`src/design/mse_pkg.sv`:
```
// shared types and constants of the product sparsity estimator
// no dependencies; the files that use it refer to it by scoped names
package mse_pkg;

  localparam int CW            = 16;
  localparam int P_W           = 2 * CW;
  localparam int LOG_TERMS     = 64;
  localparam int EXP_TERMS     = 20;
  localparam int EXP_SQUARINGS = 6;
  localparam int ADDR_W        = 5;

  localparam logic [1:0] MODE_EXACT   = 2'd0;
  localparam logic [1:0] MODE_EXT     = 2'd1;
  localparam logic [1:0] MODE_GENERIC = 2'd2;
  // spare code, runs as generic
  localparam logic [1:0] MODE_SPARE   = 2'd3;

  localparam logic [2:0] REG_MODE          = 3'd0;
  localparam logic [2:0] REG_NNZ_ROWS_A    = 3'd1;
  localparam logic [2:0] REG_SINGLE_ROWS_A = 3'd2;
  localparam logic [2:0] REG_NNZ_COLS_B    = 3'd3;
  localparam logic [2:0] REG_SINGLE_COLS_B = 3'd4;
  localparam logic [2:0] REG_HALF_ROWS_A   = 3'd5;
  localparam logic [2:0] REG_HALF_COLS_B   = 3'd6;
  localparam logic [2:0] REG_OUTPUT_CELLS  = 3'd7;

  localparam logic [47:0] EST_MAX  = 48'hFFFF_FFFF_FFFF;
  localparam logic [63:0] Q63_ONE  = 64'h8000_0000_0000_0000;
  localparam logic [32:0] Q32_ONE  = 33'h1_0000_0000;

  typedef struct packed {
    logic [1:0]    mode;
    logic [CW-1:0] nnz_rows_a;
    logic [CW-1:0] single_rows_a;
    logic [CW-1:0] nnz_cols_b;
    logic [CW-1:0] single_cols_b;
    logic [CW-1:0] half_rows_a;
    logic [CW-1:0] half_cols_b;
    logic [31:0]   output_cells;
  } cfg_t;

  typedef enum logic [4:0] {
    OP_NONE, OP_LOAD_P, OP_FRAC_ZERO, OP_FRAC_ONE, OP_UDIV_GO, OP_U_LATCH,
    OP_LDIV_GO, OP_LSUM_ADD, OP_LMUL_GO, OP_PW_LATCH, OP_XMUL_GO, OP_X_LATCH,
    OP_EMUL_GO, OP_EDIV_GO, OP_TERM_ADD, OP_SQ_GO, OP_SQ_LATCH, OP_FRAC_EXP,
    OP_PMUL_GO, OP_TOTAL, OP_LOWER, OP_DENS_SAT, OP_DDIV_GO, OP_DENS_LATCH
  } dp_op_t;

  typedef struct packed {
    dp_op_t op;
    logic   acc_en;
    logic   clear;
  } dp_cmd_t;

  typedef struct packed {
    logic mul_done;
    logic div_done;
    logic trivial_zero;
    logic p_one;
    logic x_big;
    logic log_end;
    logic exp_end;
    logic sq_end;
    logic dens_sat;
  } dp_status_t;

  typedef enum logic [5:0] {
    ST_ACC, ST_P, ST_CHK, ST_UDIV, ST_UDIV_W, ST_U, ST_LDIV, ST_LDIV_W, ST_LSUM,
    ST_LMUL, ST_LMUL_W, ST_PW, ST_XMUL, ST_XMUL_W, ST_XCHK, ST_EMUL, ST_EMUL_W,
    ST_EDIV, ST_EDIV_W, ST_TERM, ST_SQ, ST_SQ_W, ST_SQL, ST_FRAC, ST_PMUL,
    ST_PMUL_W, ST_TOTAL, ST_LOWER, ST_DCHK, ST_DDIV, ST_DDIV_W, ST_DLATCH, ST_OUT
  } state_t;

endpackage

```
`src/design/mse_ctrl.sv`:
```
// controller: sequences accumulation, the log series, the exp series and output
// depends on mse_pkg
module mse_ctrl (
  input  logic                clk,
  input  logic                rst_n,
  input  logic                in_valid,
  input  logic                in_last,
  input  logic                out_ready,
  input  mse_pkg::dp_status_t status,
  output logic                in_ready,
  output logic                out_valid,
  output mse_pkg::dp_cmd_t    cmd
);

  mse_pkg::state_t state_r, state_nxt;

  always_ff @(posedge clk) begin
    if (!rst_n) begin
      state_r <= mse_pkg::ST_ACC;
    end else begin
      state_r <= state_nxt;
    end
  end

  always_comb begin
    state_nxt  = state_r;
    cmd.op     = mse_pkg::OP_NONE;
    cmd.acc_en = 1'b0;
    cmd.clear  = 1'b0;
    in_ready   = 1'b0;
    out_valid  = 1'b0;
    case (state_r)
      mse_pkg::ST_ACC: begin
        in_ready   = 1'b1;
        cmd.acc_en = in_valid;
        if (in_valid && in_last) state_nxt = mse_pkg::ST_P;
      end
      mse_pkg::ST_P: begin
        cmd.op    = mse_pkg::OP_LOAD_P;
        state_nxt = mse_pkg::ST_CHK;
      end
      mse_pkg::ST_CHK: begin
        if (status.trivial_zero) begin
          cmd.op    = mse_pkg::OP_FRAC_ZERO;
          state_nxt = mse_pkg::ST_PMUL;
        end else if (status.p_one) begin
          cmd.op    = mse_pkg::OP_FRAC_ONE;
          state_nxt = mse_pkg::ST_PMUL;
        end else begin
          state_nxt = mse_pkg::ST_UDIV;
        end
      end
      mse_pkg::ST_UDIV: begin
        cmd.op    = mse_pkg::OP_UDIV_GO;
        state_nxt = mse_pkg::ST_UDIV_W;
      end
      mse_pkg::ST_UDIV_W: if (status.div_done) state_nxt = mse_pkg::ST_U;
      mse_pkg::ST_U: begin
        cmd.op    = mse_pkg::OP_U_LATCH;
        state_nxt = mse_pkg::ST_LDIV;
      end
      mse_pkg::ST_LDIV: begin
        cmd.op    = mse_pkg::OP_LDIV_GO;
        state_nxt = mse_pkg::ST_LDIV_W;
      end
      mse_pkg::ST_LDIV_W: if (status.div_done) state_nxt = mse_pkg::ST_LSUM;
      mse_pkg::ST_LSUM: begin
        cmd.op    = mse_pkg::OP_LSUM_ADD;
        state_nxt = status.log_end ? mse_pkg::ST_XMUL : mse_pkg::ST_LMUL;
      end
      mse_pkg::ST_LMUL: begin
        cmd.op    = mse_pkg::OP_LMUL_GO;
        state_nxt = mse_pkg::ST_LMUL_W;
      end
      mse_pkg::ST_LMUL_W: if (status.mul_done) state_nxt = mse_pkg::ST_PW;
      mse_pkg::ST_PW: begin
        cmd.op    = mse_pkg::OP_PW_LATCH;
        state_nxt = mse_pkg::ST_LDIV;
      end
      mse_pkg::ST_XMUL: begin
        cmd.op    = mse_pkg::OP_XMUL_GO;
        state_nxt = mse_pkg::ST_XMUL_W;
      end
      mse_pkg::ST_XMUL_W: if (status.mul_done) state_nxt = mse_pkg::ST_XCHK;
      mse_pkg::ST_XCHK: begin
        if (status.x_big) begin
          cmd.op    = mse_pkg::OP_FRAC_ONE;
          state_nxt = mse_pkg::ST_PMUL;
        end else begin
          cmd.op    = mse_pkg::OP_X_LATCH;
          state_nxt = mse_pkg::ST_EMUL;
        end
      end
      mse_pkg::ST_EMUL: begin
        cmd.op    = mse_pkg::OP_EMUL_GO;
        state_nxt = mse_pkg::ST_EMUL_W;
      end
      mse_pkg::ST_EMUL_W: if (status.mul_done) state_nxt = mse_pkg::ST_EDIV;
      mse_pkg::ST_EDIV: begin
        cmd.op    = mse_pkg::OP_EDIV_GO;
        state_nxt = mse_pkg::ST_EDIV_W;
      end
      mse_pkg::ST_EDIV_W: if (status.div_done) state_nxt = mse_pkg::ST_TERM;
      mse_pkg::ST_TERM: begin
        cmd.op    = mse_pkg::OP_TERM_ADD;
        state_nxt = status.exp_end ? mse_pkg::ST_SQ : mse_pkg::ST_EMUL;
      end
      mse_pkg::ST_SQ: begin
        cmd.op    = mse_pkg::OP_SQ_GO;
        state_nxt = mse_pkg::ST_SQ_W;
      end
      mse_pkg::ST_SQ_W: if (status.mul_done) state_nxt = mse_pkg::ST_SQL;
      mse_pkg::ST_SQL: begin
        cmd.op    = mse_pkg::OP_SQ_LATCH;
        state_nxt = status.sq_end ? mse_pkg::ST_FRAC : mse_pkg::ST_SQ;
      end
      mse_pkg::ST_FRAC: begin
        cmd.op    = mse_pkg::OP_FRAC_EXP;
        state_nxt = mse_pkg::ST_PMUL;
      end
      mse_pkg::ST_PMUL: begin
        cmd.op    = mse_pkg::OP_PMUL_GO;
        state_nxt = mse_pkg::ST_PMUL_W;
      end
      mse_pkg::ST_PMUL_W: if (status.mul_done) state_nxt = mse_pkg::ST_TOTAL;
      mse_pkg::ST_TOTAL: begin
        cmd.op    = mse_pkg::OP_TOTAL;
        state_nxt = mse_pkg::ST_LOWER;
      end
      mse_pkg::ST_LOWER: begin
        cmd.op    = mse_pkg::OP_LOWER;
        state_nxt = mse_pkg::ST_DCHK;
      end
      mse_pkg::ST_DCHK: begin
        if (status.dens_sat) begin
          cmd.op    = mse_pkg::OP_DENS_SAT;
          state_nxt = mse_pkg::ST_OUT;
        end else begin
          state_nxt = mse_pkg::ST_DDIV;
        end
      end
      mse_pkg::ST_DDIV: begin
        cmd.op    = mse_pkg::OP_DDIV_GO;
        state_nxt = mse_pkg::ST_DDIV_W;
      end
      mse_pkg::ST_DDIV_W: if (status.div_done) state_nxt = mse_pkg::ST_DLATCH;
      mse_pkg::ST_DLATCH: begin
        cmd.op    = mse_pkg::OP_DENS_LATCH;
        state_nxt = mse_pkg::ST_OUT;
      end
      mse_pkg::ST_OUT: begin
        out_valid = 1'b1;
        if (out_ready) begin
          cmd.clear = 1'b1;
          state_nxt = mse_pkg::ST_ACC;
        end
      end
      default: state_nxt = mse_pkg::ST_ACC;
    endcase
  end

endmodule

```
`config.mk`:
```
export PLATFORM = sky130hd
export DESIGN_NAME = mse_ctrl
export DESIGN_NICKNAME = d
export VERILOG_FILES = /design/src/design/mse_pkg.sv /design/src/design/mse_ctrl.sv
export SDC_FILE = /design/constraint.sdc
export NUM_CORES = 1
export LEC_CHECK = 0
export ABC_CLOCK_PERIOD_IN_PS = 3300
export BUFFER_PORTS_ARGS = -buffer_cell sky130_fd_sc_hd__buf_2
export CAP_MARGIN = 25
export CORE_ASPECT_RATIO = 0.9
export CORE_MARGIN = 2
export CORE_UTILIZATION = 50
export CTS_BUF_LIST = sky130_fd_sc_hd__clkbuf_16
export DETAILED_ROUTE_END_ITERATION = 8
export GPL_ROUTABILITY_DRIVEN = 1
export PLACE_DENSITY = 0.74
export SETUP_SLACK_MARGIN = 0.4
export SLEW_MARGIN = 40
export SYNTH_ARGS = -nofsm -noshare
export SYNTH_HDL_FRONTEND = slang
export SYNTH_SLANG_ARGS = --single-unit
```
`constraint.sdc`:
```
create_clock -name clk -period 3.3 [get_ports clk]
set_clock_uncertainty 0.15 [all_clocks]
set_input_delay 0.33 -clock clk [delete_from_list [all_inputs] [get_ports clk]]
set_output_delay 0.33 -clock clk [all_outputs]
set_load 0.02 [all_outputs]
```
======== After elaboration in Yosys (flattened, before gate mapping) ========
Cells that the tools add are included.
storage, ports and cells
  register bits after elaboration ......... 6
  latch bits .............................. 0
  RAM bits ................................ 0
  ROM bits ................................ 0
  input bits .............................. 14
  output and inout bits ................... 9
  word-level logic and storage cells ...... 77
  memories kept ........................... 0
operators by class
  add/subtract/negate cells ............... 0
  multiply operators ...................... 0
  divide/modulo/power cells ............... 0
  order comparisons ....................... 0
  equal/unequal tests ..................... 43
  shift-type cells ........................ 0
  multiplexer cells ....................... 29
  bitwise gates (word level) .............. 0
  reductions and logical operators ........ 4
operators by type and width
  operator                                                         count
  6-bit one-hot mux with 32 select lines                           1
  5-bit one-hot mux with 22 select lines                           1
  6-bit by 5-bit == test with 1-bit output, second input constant  16
  6-bit 2-to-1 mux                                                 12
  6-bit by 4-bit == test with 1-bit output, second input constant  8
  5-bit 2-to-1 mux                                                 5
  6-bit by 3-bit == test with 1-bit output, second input constant  4
  2-bit != test, second input constant                             11
  6-bit by 2-bit == test with 1-bit output, second input constant  2
  11-bit AND reduction                                             1
  6-bit by 1-bit == test with 1-bit output, second input constant  1
  6-bit == test, second input constant                             1
  6-bit zero test                                                  1
  2-bit 2-to-1 mux                                                 3
  1-bit 2-to-1 mux                                                 5
  4-bit 2-to-1 mux                                                 1
  3-bit 2-to-1 mux                                                 1
  2-bit OR reduction                                               1
  1-bit logical AND                                                1

======== Depth between registers and ports, before layout ========
  depth after elaboration ................. 3
  gate-level depth with buffers ........... 7
  gate-level depth less buffers ........... 5

======== Worst setup path after synthesis ========
No wires, ideal clock.
  path kind ............................... reg-to-output
  start ................................... register state_r[0]
  end ..................................... output cmd[3] (netlist name)
  arrival time ............................ 1794 ps
  required time ........................... 2820 ps
  path slack .............................. 1026 ps
  stages on the path, launching flop included .. 8
  path buffers ............................ 2
  cells stage by stage .................... dfxtp_1 clkbuf_1 clkbuf_1 and3b_1 o21ai_1 a21oi_1 a31oi_1 o2111ai_1
RTL lines
  what                      line            RTL
  start: declaration        mse_ctrl.sv:15  mse_pkg::state_t state_r, state_nxt;
  start signal: assignment  mse_ctrl.sv:19  state_r <= mse_pkg::ST_ACC;
  start signal: assignment  mse_ctrl.sv:21  state_r <= state_nxt;
  end: declaration          mse_ctrl.sv:12  output mse_pkg::dp_cmd_t cmd

==> reports/metrics.yaml <==
status:
  status: "finished, final reports clean"
clock_network:
  ctsRootBufferMaster: "clkbuf_16"
  clock_path_buffers: 2
  cts_hold_buf: 0
  cts_setup_buffers: 0
  h-tree-depth: 1
  clk_pin_slew_ns: 0.03
  cts_tree: "done"
  cts_resized: 0
  clock-sinks: 6
  clk-insertion-delay-late_ns: 0.23
  numCtsBuffers: 3
power_and_ir_drop:
  seqPwrFrac_pct: 20.8
  combPwrFrac_pct: 60.7
  p_leak_nw: 0.508
  internal-power_mw: 0.518
  pwr_density_cell_nw_per_um2: 832
  clock_power_share_pct: 18.5
  netSwitchingPower_mw: 0.534
  peakVddDrop_mv: 0.824
  sw_frac_of_total_pct: 50.8
yosys:
  synth_area_leaders: "dfxtp_1 11%, nand3_1 5.1%, nor2_1 4.5%, nand2b_1 4.1%, nor2b_1 4.1%"
  yosysMostFrequentCell: "nor2_1"
  ys_seq_area_share_pct: 11.1
  synth_ff_type: "dfxtp_1"
  synth-async-reset-ratio_pct: 0
  syn_inst: 160
  yosys_warnings: 0
  yosys-top-cells-count: "13 x nor2_1, 11 x nand3_1, 10 x clkbuf_1"
  synth_top_area_cell: "dfxtp_1"
  synth_area_um2: 1080
  synth_edf_count: 0
  synth_top_area_share_pct: 11.1
  ys_ff_latch: 6
  synth_fp_nets: 174
  synth_cell_types: 57
  syn_area_per_cell_um2: 6.74
global_routing:
  grt_overflow_total: 0
  grt_usage_pct: 30.7
  first_global_vias: 1128
  grt_max_degree: 30
  grt_pass1_wl_mm: 5.68
  grt_antenna_before_repair: 0
placement:
  dpl.cell_count: 196
  dpl_cell_area_um2: 1190
  place_congestion: 0.984
  dp_hpwl_mm: 2.37
  port_buffers: 22
min_path:
  hold_depth: 2
  min_from: "rst_n"
  hold_class: "input pin to flip-flop"
  holdPathEnd: "state_r[4]"
layout:
  fin_nets: 190
  largest_reg_flops: 6
  top_register: "state_r"
  instances_no_fill: 199
  fillers: 185
  num_antenna_cells: 0
  post-route-util_pct: 64.2
  drive_gt1_share_pct: 21.8
  final_design_area_no_fill_um2: 1260
  synthToLayoutAreaGrowth_pct: 17.3
  top_regs: "state_r (6)"
critical_path:
  worstReg2RegStart: "state_r[3]"
  max_stage_delay_ns: 0.84
  r2r_slack_ns: 0.74
  slowest_stage: "dfxtp_1"
  rr_worst_depth: 5
  crit_buf_inv: 1
  crit_family: "flip-flops"
  r2r_end: "state_r[1]"
  worstPathCellList: "nor2b_1 > mux2i_1 > nor2_1 > a311oi_1 > o211ai_1 > buf_2"
  crit_path_max_fanout: 27
  cp.depth: 6
  worstPathArrival_ns: 2.17
  start_kind: "flip-flop"
  critPathRequiredTime_ns: 2.82
  criticalPathCategory: "flip-flop to primary output"
  cp-end-kind: "primary output"
die:
  rows: 15
  chipWidth_um: 53.0
  initial_core_util_pct: 54.7
  die_area_um2: 2550
  core_area_um2: 1970
  fp.dieH_um: 48.1
  pin_count: 23
timing:
  fmax_ghz: 0.377
  relSlewSlack_pct: 45.9
  hold_violations: 0
  setup_viol: 0
  grt_setup_unrepaired: "no"
  slew_viol_final: 0
  worst_pin_slew_ns: 0.811
  fin_crit_ns: 2.65
  fin_crit_sh_pct: 80.3
  tns_ns: 0
route:
  vias_per_cell: 6.79
  ant_nets: 0
  drt-pass1-iter-count: 5
  routed_wl_mm: 3.46
  drt_iter0_markers: 63
  avgRoutedWirePerCell_um: 17.4
  num_vias: 1352
  drc_errors: 0
flow_run:
  maxCapViolCount: 0
==> power groups by stage <==
stage,clock [mW],combinational (mW),sequential [mW]
after CTS,0.197,0.629,0.211
after global placement,0,0.612,0.206
after floorplan,0,0.551,0.112
after detailed placement,0,0.612,0.213
after global routing,0.201,0.697,0.232
final,0.194,0.639,0.219
==> placed cells by master (no fill, tap or decap), types with 3 or more instances in the layout <==
master / Yosys / layout
dfxtp_1: 6 / 4
a22oi_1: 4 / 4
nand2_1: 6 / 6
inv_1: 5 / 5
nand3_1: 11 / 11
nand2b_1: 7 / 7
o21ai_1: 4 / 4
a21oi_1: 8 / 8
nor2_1: 13 / 13
o2111ai_1: 5 / 5
o21ai_0: 7 / 7
clkbuf_16: 0 / 3
and2_1: 3 / 3
a32o_1: 4 / 4
a211oi_1: 3 / 3
or3_1: 3 / 3
nand4_1: 5 / 5
buf_4: 1 / 4
nor2b_1: 7 / 7
buf_2: 2 / 22
==> layer usage <==
layer	vias up	part of all wire [%]	track usage, %
li1	643	-	-
met1	598	44	45.8
met2	101	44	43.5
met3	10	11	5.94
met4	0	1.6	10.8
met5	-	0	0
==> final cells by class <==
class                      instances  area, um2  area share, %
timing repair buffer              26        140           11.1
sequential                         6        123           9.69
clock buffer                       3       75.1           5.93
multi-input combinational        133        873           69.0
inverter                           6       22.5           1.78
tap                               25       31.3           2.47
==> cells by family after synthesis <==
family / after synthesis / share of synthesized area, %
XOR/XNOR: 3 / 2.44
buffers and inverters: 21 / 7.89
AND/OR/NAND/NOR: 72 / 39.2
flip-flops: 6 / 11.1
AO/OA/AOI/OAI: 56 / 37.5
adder cells (fa/ha/maj): 1 / 0.928
multiplexers: 1 / 0.928
==> worst max path at each step <==
stage | startpoint | to
final | state_r[3] | cmd[2]
after global routing | state_r[3] | cmd[2]
after CTS | state_r[4] | cmd[2]
after detailed placement | state_r[3] | state_r[2]
after global placement | state_r[3] | state_r[2]
after floorplan | state_r[0] | cmd[3]
==> stage by stage <==
step	power, mW	hold WS [ns]	setup WS, ns
6_report	1.05	0.253	0.649
5_1_grt	1.13	0.258	0.541
4_1_cts	1.04	0.252	0.604
3_5_place_dp	0.825	0.481	0.824
3_3_place_gp	0.818	0.474	0.847
2_1_floorplan	0.663	0.297	1.03
Power figures use the tool's default switching activity.
