===== config.mk =====
export PLATFORM = sky130hd
export DESIGN_NAME = mse_regs
export DESIGN_NICKNAME = d
export VERILOG_FILES = /design/src/design/mse_pkg.sv /design/src/design/mse_regs.sv
export SDC_FILE = /design/constraint.sdc
export NUM_CORES = 1
export LEC_CHECK = 0
export BUFFER_PORTS_ARGS = -buffer_cell sky130_fd_sc_hd__buf_2
export CAP_MARGIN = 15
export CORE_ASPECT_RATIO = 0.75
export CORE_UTILIZATION = 38
export CTS_CLUSTER_DIAMETER = 30
export DETAILED_ROUTE_END_ITERATION = 6
export HOLD_SLACK_MARGIN = 0.03
export PLACE_DENSITY = 0.68
export SKIP_CTS_REPAIR_TIMING = 1
export SYNTH_ARGS = -nofsm -noshare
export SYNTH_HDL_FRONTEND = slang
export SYNTH_SLANG_ARGS = --single-unit

===== constraint.sdc =====
create_clock -name clk -period 1.4 [get_ports clk]
set_input_delay 0.21 -clock clk [delete_from_list [all_inputs] [get_ports clk]]
set_output_delay 0.21 -clock clk [all_outputs]
set_load 0.02 [all_outputs]

===== src/design/mse_pkg.sv =====
// shared types and constants of the product sparsity estimator
// no dependencies; the files that use it refer to it by scoped names
package mse_pkg;

  localparam int CW            = 16;
  localparam int P_W           = 2 * CW;
  localparam int LOG_TERMS     = 64;
  localparam int EXP_TERMS     = 20;
  localparam int EXP_SQUARINGS = 6;
  localparam int ADDR_W        = 5;

  localparam logic [1:0] MODE_EXACT   = 2'd0;
  localparam logic [1:0] MODE_EXT     = 2'd1;
  localparam logic [1:0] MODE_GENERIC = 2'd2;
  // spare code, runs as generic
  localparam logic [1:0] MODE_SPARE   = 2'd3;

  localparam logic [2:0] REG_MODE          = 3'd0;
  localparam logic [2:0] REG_NNZ_ROWS_A    = 3'd1;
  localparam logic [2:0] REG_SINGLE_ROWS_A = 3'd2;
  localparam logic [2:0] REG_NNZ_COLS_B    = 3'd3;
  localparam logic [2:0] REG_SINGLE_COLS_B = 3'd4;
  localparam logic [2:0] REG_HALF_ROWS_A   = 3'd5;
  localparam logic [2:0] REG_HALF_COLS_B   = 3'd6;
  localparam logic [2:0] REG_OUTPUT_CELLS  = 3'd7;

  localparam logic [47:0] EST_MAX  = 48'hFFFF_FFFF_FFFF;
  localparam logic [63:0] Q63_ONE  = 64'h8000_0000_0000_0000;
  localparam logic [32:0] Q32_ONE  = 33'h1_0000_0000;

  typedef struct packed {
    logic [1:0]    mode;
    logic [CW-1:0] nnz_rows_a;
    logic [CW-1:0] single_rows_a;
    logic [CW-1:0] nnz_cols_b;
    logic [CW-1:0] single_cols_b;
    logic [CW-1:0] half_rows_a;
    logic [CW-1:0] half_cols_b;
    logic [31:0]   output_cells;
  } cfg_t;

  typedef enum logic [4:0] {
    OP_NONE, OP_LOAD_P, OP_FRAC_ZERO, OP_FRAC_ONE, OP_UDIV_GO, OP_U_LATCH,
    OP_LDIV_GO, OP_LSUM_ADD, OP_LMUL_GO, OP_PW_LATCH, OP_XMUL_GO, OP_X_LATCH,
    OP_EMUL_GO, OP_EDIV_GO, OP_TERM_ADD, OP_SQ_GO, OP_SQ_LATCH, OP_FRAC_EXP,
    OP_PMUL_GO, OP_TOTAL, OP_LOWER, OP_DENS_SAT, OP_DDIV_GO, OP_DENS_LATCH
  } dp_op_t;

  typedef struct packed {
    dp_op_t op;
    logic   acc_en;
    logic   clear;
  } dp_cmd_t;

  typedef struct packed {
    logic mul_done;
    logic div_done;
    logic trivial_zero;
    logic p_one;
    logic x_big;
    logic log_end;
    logic exp_end;
    logic sq_end;
    logic dens_sat;
  } dp_status_t;

  typedef enum logic [5:0] {
    ST_ACC, ST_P, ST_CHK, ST_UDIV, ST_UDIV_W, ST_U, ST_LDIV, ST_LDIV_W, ST_LSUM,
    ST_LMUL, ST_LMUL_W, ST_PW, ST_XMUL, ST_XMUL_W, ST_XCHK, ST_EMUL, ST_EMUL_W,
    ST_EDIV, ST_EDIV_W, ST_TERM, ST_SQ, ST_SQ_W, ST_SQL, ST_FRAC, ST_PMUL,
    ST_PMUL_W, ST_TOTAL, ST_LOWER, ST_DCHK, ST_DDIV, ST_DDIV_W, ST_DLATCH, ST_OUT
  } state_t;

endpackage


===== src/design/mse_regs.sv =====
// configuration register file behind the apb-style port
// depends on mse_pkg
module mse_regs (
  input  logic                      clk,
  input  logic                      rst_n,
  input  logic                      psel,
  input  logic                      penable,
  input  logic                      pwrite,
  input  logic [mse_pkg::ADDR_W-1:0] paddr,
  input  logic [31:0]               pwdata,
  output logic [31:0]               prdata,
  output logic                      pready,
  output mse_pkg::cfg_t             cfg
);

  mse_pkg::cfg_t cfg_r;
  logic          wr;
  logic [2:0]    idx;

  assign pready = 1'b1;
  assign wr     = psel & penable & pwrite;
  assign idx    = paddr[4:2];

  always_ff @(posedge clk) begin
    if (!rst_n) begin
      cfg_r <= '{mode: '0, nnz_rows_a: '0, single_rows_a: '0, nnz_cols_b: '0,
                 single_cols_b: '0, half_rows_a: '0, half_cols_b: '0,
                 output_cells: 32'd1};
    end else if (wr) begin
      case (idx)
        mse_pkg::REG_MODE:          cfg_r.mode          <= pwdata[1:0];
        mse_pkg::REG_NNZ_ROWS_A:    cfg_r.nnz_rows_a    <= pwdata[mse_pkg::CW-1:0];
        mse_pkg::REG_SINGLE_ROWS_A: cfg_r.single_rows_a <= pwdata[mse_pkg::CW-1:0];
        mse_pkg::REG_NNZ_COLS_B:    cfg_r.nnz_cols_b    <= pwdata[mse_pkg::CW-1:0];
        mse_pkg::REG_SINGLE_COLS_B: cfg_r.single_cols_b <= pwdata[mse_pkg::CW-1:0];
        mse_pkg::REG_HALF_ROWS_A:   cfg_r.half_rows_a   <= pwdata[mse_pkg::CW-1:0];
        mse_pkg::REG_HALF_COLS_B:   cfg_r.half_cols_b   <= pwdata[mse_pkg::CW-1:0];
        mse_pkg::REG_OUTPUT_CELLS:  cfg_r.output_cells  <= pwdata;
        default: ;
      endcase
    end
  end

  always_comb begin
    case (idx)
      mse_pkg::REG_MODE:          prdata = 32'(cfg_r.mode);
      mse_pkg::REG_NNZ_ROWS_A:    prdata = 32'(cfg_r.nnz_rows_a);
      mse_pkg::REG_SINGLE_ROWS_A: prdata = 32'(cfg_r.single_rows_a);
      mse_pkg::REG_NNZ_COLS_B:    prdata = 32'(cfg_r.nnz_cols_b);
      mse_pkg::REG_SINGLE_COLS_B: prdata = 32'(cfg_r.single_cols_b);
      mse_pkg::REG_HALF_ROWS_A:   prdata = 32'(cfg_r.half_rows_a);
      mse_pkg::REG_HALF_COLS_B:   prdata = 32'(cfg_r.half_cols_b);
      mse_pkg::REG_OUTPUT_CELLS:  prdata = cfg_r.output_cells;
      default:                    prdata = '0;
    endcase
  end

  assign cfg = cfg_r;

endmodule


# ---- Word level (Yosys, flattened, before mapping)
# Index checks and enable logic that the tools add are counted.
dict set report totals {
  mem_count 0
  latchBits 0
  word_cells 27
  mem_bits_rw 0
  in_bits 42
  register_bits 130
  romBits 0
  out_inout_bits 163
}
dict set report classes {
  magnitude_cmp 0
  muxes 1
  multipliers 0
  add_sub_neg 0
  bitwise_logic 2
  n_eq_ne 7
  div 0
  shifts 0
  reduce_logical 9
}
# operator count
set op_table {}
lappend op_table {{32-bit case mux with 8 select lines} 1}
lappend op_table {{2-bit AND reduction} 8}
lappend op_table {{3-bit == test, second input constant} 4}
lappend op_table {{3-bit by 2-bit == test with 1-bit output, second input constant} 2}
lappend op_table {{3-bit by 1-bit == test with 1-bit output, second input constant} 1}
lappend op_table {{3-bit logical NOT} 1}
lappend op_table {{1-bit bitwise AND} 2}

# ---- Longest topological paths before layout
# Gate-level depths: netlist of run 1.
dict set report depth {
  ltp_word 3
  ltp_mapped 7
}

# ---- Least setup slack after synthesis of run 1
# OpenSTA, ideal clock, no wires.
dict set report synth_path {
  kind {in2out}
  startpoint {input port paddr[2] (netlist name)}
  endpoint {output port prdata[11]}
  slack_ns -0.170
  path_buffers 2
  stages 6
  required_ns 1.190
  t_arrival_ns 1.360
  cell_sequence {buf_2 -> buf_4 -> mux2_2 -> a22o_1 -> nand2_1 -> o221ai_1}
}
dict set report synth_between {
  elab_chain_cells 2
}
# element line
set synth_rtl {}
lappend synth_rtl {{start: declaration} mse_regs.sv:9} ;# input logic [mse_pkg::ADDR_W-1:0] paddr,
lappend synth_rtl {{3-bit == test (tied with other cells)} mse_regs.sv:45} ;# case (idx)
lappend synth_rtl {{32-bit case mux with 8 select lines *} mse_regs.sv:45}
lappend synth_rtl {{end: declaration} mse_regs.sv:11} ;# output logic [31:0] prdata,
# Mark *: on every way between the ends. The rest lies on a longest branch, timed or not.

# ---- Worst setup path after layout of run 1
dict set report layout_path {
  startpoint {register cfg_r, in the netlist cfg[49]}
  endpoint {output port prdata[1]}
}
dict set report layout_between {
  elab_chain_cells 1
}
# element line
set layout_rtl {}
lappend layout_rtl {{start: declaration} mse_regs.sv:16} ;# mse_pkg::cfg_t cfg_r;
lappend layout_rtl {{start signal: assignment} mse_regs.sv:26} ;# cfg_r <= '{mode: '0, nnz_rows_a: '0, single_rows_a: '0, nnz_cols_b: '0,
lappend layout_rtl {{32-bit case mux with 8 select lines} mse_regs.sv:45}
# Every way passes these cells.

==> results of run 1 <==
worst paths after layout:
path	start	endpoint	slack (ns)	depth (start not counted)
max	cfg[49]$_SDFFE_PN0P_	prdata[1]	-0.49	5
min	pwdata[29]	cfg[29]$_SDFFE_PN0P_	0.03	3
max reg2reg	cfg[1]$_SDFFE_PN0P_	cfg[1]$_SDFFE_PN0P_	0.61	4
min reg2reg	cfg[10]$_SDFFE_PN0P_	cfg[10]$_SDFFE_PN0P_	0.46	2
worst register-to-register path, stage by stage (launching register included):
cell and delay, ns:
dfxtp_2 0.32, buf_4 0.12, buf_4 0.12, nand2_1 0.04
a21boi_0 0.07
kinds of logic (layout without fill, tap and decap cells):
logic type             count (synthesis)  count (layout)  share of synthesized area, %
AO/OA/AOI/OAI                        173             173                          21.3
flip-flops                           130             130                          42.8
buffers and inverters                 64             338                          5.65
AND/OR/NAND/NOR                      304             305                          22.5
other                                  1               1                        0.0616
multiplexers                          39              39                          7.71
routing by layer:
| layer | vias to the layer above | GRT usage [%] | part of all wire [%] |
|---|---|---|---|
| met5 | - | 0 | 0.060 |
| met4 | 2 | 6.53 | 1.1 |
| met3 | 20 | 7.50 | 8.5 |
| met2 | 252 | 36.2 | 43 |
| met1 | 2966 | 37.7 | 47 |
| li1 | 2939 | - | - |
metrics by stage:
stage / utilization [%] / TNS, ns
after floorplan: - / -0.0394
after global placement: 51.9 / -38.60
after detailed placement: 51.9 / -41.26
after CTS: 56.3 / -11.36
after global routing: 60.0 / -9.79
final: 60.0 / -7.63
power by group through the flow:
stage                     registers (mW)  clock network [mW]  logic [mW]
after floorplan                     3.86                   0       0.367
after global placement              3.83                   0       0.713
after detailed placement            3.83                   0       0.716
after CTS                           3.75                5.10       0.719
after global routing                3.75                5.24       0.864
final                               3.75                5.06       0.818
cells in the mapped netlist, types with 3 or more instances:
cell and n:
nor2b_1 16, nand3_1 5, buf_2 23, mux2_2 13
a21oi_1 5, buf_6 7, and2_1 16, mux2i_1 21
a22oi_1 9, inv_1 7, a221oi_1 9, a221o_1 3
mux4_2 5, nand2_1 240, o221ai_1 6, dfxtp_1 130
o21ai_0 11, buf_4 6, a21boi_0 88, a22o_1 11
nor2_8 3, nor2_1 7, a21boi_1 31, nand2b_1 3
clkbuf_1 21
final cells by class:
cell class	instances	area [sq um]
well taps	205	256
clock buffers	24	502
repair buffers	299	2190
multi-input cells	518	3460
clock inverters	8	171
fillers	1343	6170
flip-flops and latches	130	2640
inverters	7	26.3
==> results.md, run 1 <==
- The flow ran to the end, but the final reports show violations.
- The final reports fail on setup timing.
- The minimum setup slack after placement is -0.470 ns.
- Entering global routing, the biggest net connects 73 pins.
- In this run, synthesis produced a sequential element count of 130.
- Pin placement for this block handled 205 I/O pins.
- The post-route clock skew is 0 ns.
- The design area is 0.00925 sq mm.
- The number of antenna diodes is 0.
- After global routing the overflow that remains totals 0.
- The routability-driven placement congestion ratio is 0.823.
- The post-route antenna net violation count is 0.
- The internal power of the cells is 7.48 mW.
- The first global-routing pass estimated 32.3 mm of wire.
- The CTS tree is built.
- The number of design rule violations left after detail routing is 0.
- The dominant synthesized flop cell is dfxtp_1.
- The via count of the first global-routing pass is 5644.
- In the layout the commonest cells are 234 x nand2_1, 171 x buf_2, 108 x dfxtp_1, 81 x a21boi_0, 73 x buf_4.
- Counting every instance in the synthesized netlist gives 711.
- The share of total power dissipated in sequential elements is 38.9%.
- The first detailed-routing pass ran for 5 iterations.
- No sink is reached through more buffers than the 2 on the longest clock path.
- In this run, CTS created clock tree buffers numbering 17.
- The post-synthesis area per instance is 8.56 sq um.
- The register clock-pin slew on the reported worst setup and hold paths is 0.06 ns.
- The final critical-path required period is 1.89 ns.
- The share of the yosys chip area belonging to registers is 42.8%.
- The switching fraction of total power is 22.3%.
- The floorplan has 39 rows.
- Combinational logic burns 8.5% of the power.
- The highest ir drop seen on vdd is 830 uV.
- The number of setup violations in the final report is 43.
- The number of enable-type register cells in the synthesized netlist is 0.
- The overall die width is 148 um.
- The number of max-slew violations in the final report is 0.
- At the worst endpoint, the required time is 1.19 ns.
- Input and output buffers added on the ports amount to 201.
- The final cell count without fillers is 1191.
- Summing every instance area after synthesis gives 0.00609 sq mm.
- The initial standard-cell utilization of the core is 39.5%.
- The first routing iteration left 546 violations.
- Wires add up to 21.8 mm.
- The final HPWL from detailed placement is 15.0 mm.
- The initial antenna violation count is 1.
- Leaving out fill and tap cells, the most frequent cell in the layout is nand2_1.
- In the finished design, the share of the clock period the worst path needs comes to 135%.
- The number of distinct library cells after synthesis is 37.
- The Yosys warning count is 0.
- The number of placed instances, taps included, is 1139.
- In the global route stage, overall resource usage came out at 25.7%.
- The max-capacitance violation count is 0.
- The later-pin clock latency in the skew report is 0.42 ns.
- The H-tree was split into 4 levels.
- The leakage power total is 3.99 nW.
- The slowest cell on the critical path is dfxtp_2.
- The power per cell area is 1040 mW/mm^2.
- The completed layout was analyzed and its total power is 9.62 mW.
- The final route contains 6179 vias.
- Dividing the detail-routed wire length by the instance count gives 18.3 um.
- The post-route worst setup slack is -0.490 ns.
- When the netlist entered floorplanning its net count stood at 753.
- The data arrival time at the worst-slack endpoint is 1.68 ns.
- After synthesis, the cell types taking the most area are dfxtp_1 43%, nand2_1 15%, a21boi_0 11%.
- The startpoint type of the worst setup path is a register.
- After synthesis, the share of flip-flops with an asynchronous set or reset is 0%.
- On the critical path the largest part of the delay comes from compound AO/OA/AOI/OAI gates.
- The critical path goes through mux2_4 > a22o_1 > a221oi_2 > nor2_2 > buf_6.
- The sort of element at the end of the critical path is an output port.
- Counting both buffers and inverters, the worst setup path holds a total of 1.
- The final layout contains 1015 nets.
- The post-synthesis to final-layout area growth is 51.9%.
- Derived from the worst setup path, the maximum achievable clock frequency is 529 MHz.
- On the final layout, the worst hold slack is 0.0337 ns.
- The class of the most critical setup path is register to output port.
- CTS placed an instance of clkbuf_16 at the clock tree root.
- The analysis attributes to net switching a power of 2.14 mW.
- The count of final hold-check violations is 0.
- The biggest area contributor in the post-synthesis netlist is dfxtp_1.
- The largest incremental delay on the critical path is 0.32 ns.
- In this run the cell area measured after placement is 0.00800 sq mm.
- In the final layout, the share of cells above drive strength 1 is 44.1%.
- The die is 112 um tall.
- The critical-path maximum fanout is 2.
- Setup repair after global routing could not meet its margin everywhere.
- The proportion of power drawn by the clock network is 52.6%.
- The worst hold path belongs to the class input port to register.
- The average via count per standard cell is 5.19.
- The tree built by TritonCTS fans out to 130 sinks.
- The total area inside the core boundary comes to 0.0154 sq mm.
- The register with the most flip-flops in the layout has 130 of them.
- The floorplan die area is 0.0165 sq mm.
- The top-area cell type share of the netlist area is 42.8%.
Power figures use the tool's default switching activity.
==> run 2, diff against run 1 <==
--- a/config.mk
+++ b/config.mk
@@ -13,6 +13,7 @@
 export DETAILED_ROUTE_END_ITERATION = 6
 export HOLD_SLACK_MARGIN = 0.03
 export PLACE_DENSITY = 0.68
+export SETUP_SLACK_MARGIN = 0.3
 export SKIP_CTS_REPAIR_TIMING = 1
 export SYNTH_ARGS = -nofsm -noshare
 export SYNTH_HDL_FRONTEND = slang
==> run 2 against run 1 <==
The run still ends with setup timing left; power down 5.1%; combinational power is 15% higher; die area stayed put; clock skew did not move; cell count grew 1.5%; critical path type unchanged; critical endpoint unchanged.
==> results.md, run 2 (synthesis gave the netlist of run 1 again) <==
- The flow ran to the end, but the final reports show violations.
- The final reports fail on setup timing.
- The global route total overflow is 0.
- The overall die width is 148 um.
- In the routed layout, each cell is associated on average with a via count of 5.39.
- The analysis attributes to cell leakage a power of 4.49 nW.
- The total via count after detailed routing is 6511.
- The design area is 0.0106 sq mm.
- Global routing consumed, on the met2 layer, 36.1% of the routing resources.
- Setup violations remaining at the end of the flow were counted as 16.
- The floorplan die area is 0.0165 sq mm.
- The cell at the root of the clock tree is clkbuf_16.
- For this run, design rule violations remaining after detail routing come to 0.
- The initial antenna violation count was 0.
- Along the worst path, the maximum fanout reaches 2.
- The relative contribution of combinational cells to total power is 10.3%.
- The standard-cell row count is 39.
- The number of clock sinks seen by CTS is 130.
- In the global route stage, overall resource usage came out at 26.2%.
- 205 I/O pins were placed.
- IR analysis of the VDD net gives a maximum drop of 789 uV.
- The signal on the critical path passes through mux2_2 > a22o_1 > a221oi_2 > nor2_2 > buf_2.
- The most frequent standard cell in the layout excluding fill and tap cells is nand2_1.
- The CTS tree is built.
- The floorplan step set the die height to 112 um.
- Per report_power, the clock group accounts for 48.9% of the total.
- The sort of element at the end of the critical path is an output port.
- The number of antenna diodes is 0.
- The first global-routing pass estimated 32.9 mm of wire.
- Routability-driven placement finished with a final weighted congestion of 0.852.
- The power per cell area is 864 mW/mm^2.
- The number of nets in the final layout is 1033.
- After floorplanning, the core was sized to cover 0.0154 sq mm.
- In this run the most used layer during global routing was met1.
- Once detail routing completed, the nets flagged for antenna violations numbered 0.
- The clock reaches the later pin of the worst-skew pair after 0.42 ns.
- The initial standard-cell utilization of the core is 39.5%.
- The H-tree was split into 4 levels.
- The buffering stage count on the worst path with inverters included is 1.
- The startpoint type of the worst setup path is a register.
- After the first detailed-routing iteration, the DRC count stood at 579.
- The slowest cell on the critical path is dfxtp_2.
- The worst min-delay path category is input port to register.
- The global routing met3 resource utilization is 7.70%.
- The register with the most flip-flops in the layout has 130 of them.
- The family with the most delay on the worst path is compound AO/OA/AOI/OAI gates.
- Leaving out fill and tap cells, the most frequent cells in the layout are 172 x nand2_1, 124 x buf_6, 86 x buf_2, 79 x buf_4, 69 x a21boi_1.
- In the global route stage, met1 resource usage came out at 39.0%.
- The smallest clock period supported by the final layout is computed as 1.91 ns.
- Entering global routing, the biggest net connects 77 pins.
- The number of max-slew violations in the final report is 0.
- The post-route worst setup slack is -0.511 ns.
- The overall power after layout is 9.13 mW.
- In this run the tool buffered the top-level ports with 201 buffer cells.
- The clock passes through at most 2 buffers.
- In this run, CTS created clock tree buffers numbering 17.
- Once placement finished, the instance area stood at 0.00817 sq mm.
- In this run switching power makes up 25.3% of total power.
- From synthesis to final layout, the design area changed by 73.6%.
- The required time at the endpoint of the critical path is 1.19 ns.
- The largest incremental delay on the critical path is 0.32 ns.
- The final HPWL from detailed placement is 15.4 mm.
- The number of optimization iterations in the first detailed-route pass is 5.
- The class of the most critical setup path is register to output port.
- Of the available clock period, the critical path in the final layout requires 137%.
- The power dissipated by switching net loads is 2.31 mW.
- The max-capacitance violation count is 0.
- After routing, the total negative slack on setup checks comes to -5.74 ns.
- The share of final-layout standard cells stronger than drive strength 1 is 61.2%.
- After detailed routing, the average wire length per cell comes to 20.7 um.
- Clock-pin slew was measured on the worst setup and hold paths at 0.06 ns.
- The via count of the first global-routing pass is 5584.
- Setup repair after global routing could not meet its margin everywhere.
- Cell internal power was estimated by the tool at 6.82 mW.
- The final cell count without fillers is 1209.
- In this run, flip-flops and latches consume 40.8% of the power.
- The total routed wirelength is 25.0 mm.
- The minimum setup slack after placement is -0.296 ns.
- The count of placed standard cells including taps is 1144.
- The count of final hold-check violations was 0.
- The highest achievable clock rate is 523 MHz.
- Clock skew on the completed layout was measured at 0 ns.
- The data arrival time at the worst-slack endpoint is 1.70 ns.
-- run 2: layout make-up --
class	instances	area, sq um
clock buffer	19	453
clock inverter	13	135
fill	1106	4850
inverter	7	26.3
multi-input combinational	519	3960
sequential	130	2760
tap	205	256
timing repair buffer	316	2980
-- run 2: worst reg2reg max path, stage by stage, from the launching register on --
cell,delay [ns]
dfxtp_2,0.34
buf_6,0.10
buf_4,0.10
nand2_1,0.06
a21boi_2,0.15
-- run 2: path summary, 6_finish.rpt --
path | endpoint | from | cells after the start | slack [ns]
setup / recovery | prdata[1] | cfg[1]$_SDFFE_PN0P_ | 5 | -0.51
setup reg to reg | cfg[38]$_SDFFE_PN0P_ | cfg[38]$_SDFFE_PN0P_ | 4 | 0.58
hold reg to reg | cfg[31]$_SDFFE_PN0P_ | cfg[31]$_SDFFE_PN0P_ | 2 | 0.47
hold / removal | cfg[25]$_SDFFE_PN0P_ | pwdata[25] | 3 | 0.03
-- run 2: metal layers --
layer / up-vias / wire length (um)
met5: - / 0
met4: 0 / 387
met3: 30 / 2530
met2: 358 / 11000
met1: 3145 / 11100
li1: 2978 / -
-- run 2: stage by stage --
stage,hold slack [ns],utilization (%)
finish,0.0339,68.5
global route,0.0370,68.5
CTS,0.0247,56.8
detailed placement,0.460,53.0
global placement,0.454,53.0
floorplan,0.345,-
-- run 2: power groups by stage --
stage | registers, mW | clock network (mW) | logic (mW)
final | 3.72 | 4.47 | 0.941
after CTS | 3.75 | 4.47 | 0.753
after floorplan | 3.86 | 0 | 0.418
after global placement | 3.83 | 0 | 0.745
after detailed placement | 3.83 | 0 | 0.749
after global routing | 3.72 | 4.69 | 0.980
==> run 3, diff against run 2 <==
--- a/config.mk
+++ b/config.mk
@@ -13,7 +13,7 @@
 export DETAILED_ROUTE_END_ITERATION = 6
 export HOLD_SLACK_MARGIN = 0.03
 export PLACE_DENSITY = 0.68
-export SETUP_SLACK_MARGIN = 0.3
+export SETUP_SLACK_MARGIN = 0.4
 export SKIP_CTS_REPAIR_TIMING = 1
 export SYNTH_ARGS = -nofsm -noshare
 export SYNTH_HDL_FRONTEND = slang
==> run 3 against run 2 <==
The flow still finishes with violations (setup timing); wire length decreased by 5.1%; die area unchanged; register-to-register slack got worse by 0.07 ns; cell count decreased by 0.58%; sequential power about the same; clock power increased by 16%; clock skew unchanged; utilization decreased by 1.6 points; combinational power decreased by 3.3%; count of clock-buffer cells in the layout unchanged; worst setup slack got worse by 0.0093 ns.
==> results.md, run 3 (synthesis gave the netlist of run 1 again) <==
- The post-route worst setup slack is -0.520 ns.
- After legalization and detailed placement, the total HPWL measured 15.5 mm.
- The first global-routing pass estimated 32.7 mm of wire.
- The worst hold path begins at pwdata[25].
- After detailed placement, the total cell area comes to 0.00810 sq mm.
- Combinational cells account for 9.3% of the total power.
- The total routing usage reported by global routing is 26.0%.
- The share of total power dissipated in sequential elements is 37.8%.
- The tree built by TritonCTS fans out to 130 sinks.
- The count of nets left with antenna violations once routing finished came out at 0.
- The required time at the endpoint of the critical path is 1.19 ns.
- The signal on the critical path passes through mux2_4 > a22o_1 > a221oi_2 > nor2_2 > buf_6.
- The checks that failed: setup timing.
- The internal power of the cells is 7.53 mW.
- In the detailed route, the total length drawn on met3 is 2.62 mm.
- The die is 148 um wide.
- Clock skew on the completed layout was measured at 0 ns.
- The number of flip-flops under the largest register name is 130.
- The congestion estimate from routability-driven global placement came to 0.881.
- In this run the clock root is driven by a clkbuf_16.
- For this block, the routed nets add up to 23.7 mm of wire.
- The later-pin clock latency in the skew report is 0.43 ns.
- The standard-cell row count is 39.
- The library cells used most frequently in the layout, excluding fill and tap cells, are 220 x nand2_1, 139 x buf_6, 74 x buf_4, 73 x buf_2, 72 x dfxtp_2.
- The smallest clock period supported by the final layout is computed as 1.92 ns.
- The number of max-slew violations in the final report is 0.
- The detailed router finished its first iteration with 510 violations.
- The I/O pin count is 205.
- The count of final hold-check violations is 0.
- The most frequent standard cell in the layout excluding fill and tap cells is nand2_1.
- Once layout is done, the placed cells without fillers occupy 0.0103 sq mm.
- OpenSTA, run right after detailed placement, puts the worst setup slack at -0.319 ns.
- Across the VDD grid, the largest voltage drop is 830 uV.
- Derived from the worst setup path, the maximum achievable clock frequency is 521 MHz.
- The number of nets in the final layout is 1026.
- The class of the most critical setup path is register to output port.
- The largest incremental delay on the critical path is 0.34 ns.
- The H-tree was split into 4 levels.
- Of the total power, the clock network draws 52.9%.
- In the final routed layout, each cell accounts on average for 19.8 um.
- For this block, wires on met1 add up to 10.5 mm.
- Summed over all nets, wire length on met2 after detailed routing comes to 10.2 mm.
- The core outline area is 0.0154 sq mm.
- The max-capacitance violation count is 0.
- The path class of the tightest hold or removal check is input port to register.
- The CTS tree is built.
- The total via count after detailed routing is 6427.
- Of the available clock period, the critical path in the final layout requires 137%.
- In this run the worst path has a maximum fanout of 2.
- During placement, the flow inserted port buffers numbering 201.
- 0 antenna diodes ended up in the layout.
- The sort of element at the end of the critical path is an output port.
- The worst register-to-register path begins at cfg[48]$_SDFFE_PN0P_.
- The uppermost layer routed is met4.
- The slowest cell on the critical path is dfxtp_2.
- The run finished, with violations left.
- Dividing the detail-routed via count by the number of cells gives 5.35.
- The power per cell area is 950 mW/mm^2.
- The initial antenna violation count is 0.
- The number of design rule violations left after detail routing is 0.
- The post-route setup TNS is -5.91 ns.
- STA puts the critical path data arrival time at 1.71 ns.
- Setup repair after global routing could not meet its margin everywhere.
- The share of final-layout standard cells stronger than drive strength 1 is 55.5%.
- The post-synthesis to final-layout area growth is 69.5%.
- The leakage power total is 4.23 nW.
- The register clock-pin slew on the reported worst setup and hold paths is 0.06 ns.
- The die span in y is 112 um.
- The maximum clock path buffer count is 2.
- The first element of the critical path is cfg[0]$_SDFFE_PN1P_.
- The design draws 9.80 mW.
- Entering global routing, the biggest net connects 84 pins.
- The number of setup violations in the final report is 16.
- The number of clock buffers added by TritonCTS is 17.
- Global routing finished with a remaining overflow of 0.
- For this design the total switching power over the nets is 2.28 mW.
- The via count of the first global-routing pass is 5574.
- The switching fraction of total power is 23.2%.
- The pre-antenna-repair detailed-routing pass consisted of 7 iterations.
- The initial standard-cell utilization of the core is 39.5%.
- The startpoint type of the worst setup path is a register.
- The floorplan step defined a die boundary enclosing 0.0165 sq mm.
run 3: cell types whose count changed in the layout (fill, tap and decap cells not counted), moves of 17 or more:
cell      delta
a21boi_0    +25
nand2_4     -33
dfxtp_1     -17
nand2_1     +48
a21boi_2    -20
run 3: worst max-delay path, delay by kind of cell (launching register included):
kind	cells	cell delay [ns]
flops	1	0.34
mux	1	0.26
buf+inv	1	0.14
compound gates	2	0.48
simple gates	1	0.06
run 3: layout make-up:
type / count / area [sq um]
clock buffer: 19 / 453
clock inverter: 13 / 230
fill: 1161 / 5100
inverter: 7 / 26.3
multi-input combinational: 519 / 3610
sequential: 130 / 2800
tap: 205 / 256
timing repair buffer: 309 / 2940
run 3: through the flow:
| step | util [%] | std cells | hold slack, ns |
|---|---|---|---|
| 2_1_floorplan | - | 711 | 0.345 |
| 3_3_place_gp | 52.5 | 1137 | 0.451 |
| 4_1_cts | 57.0 | 1169 | 0.0191 |
| 5_1_grt | 66.9 | 1202 | 0.0356 |
| 3_5_place_dp | 52.5 | 1137 | 0.455 |
| 6_report | 66.9 | 1202 | 0.0208 |
run 3: power groups by stage:
stage | registers, mW | clock network, mW | logic (mW)
6_report | 3.71 | 5.19 | 0.910
5_1_grt | 3.71 | 5.40 | 0.949
4_1_cts | 3.75 | 5.21 | 0.747
3_5_place_dp | 3.83 | 0 | 0.745
3_3_place_gp | 3.83 | 0 | 0.741
2_1_floorplan | 3.86 | 0 | 0.422
run 3: final timing paths:
check / slack (ns) / endpoint / cells after the start
worst min-delay path: 0.02 / cfg[25]$_SDFFE_PN0P_ / 3
worst min register to register: 0.47 / cfg[32]$_SDFFE_PN0P_ / 2
worst max register to register: 0.51 / cfg[48]$_SDFFE_PN0P_ / 5
worst max-delay path: -0.52 / prdata[0] / 5
run 3: layer usage:
layer	GRT usage, %	up-vias
met5	0	-
li1	-	2964
met4	5.64	0
met1	38.1	3070
met2	36.7	356
met3	8.40	37
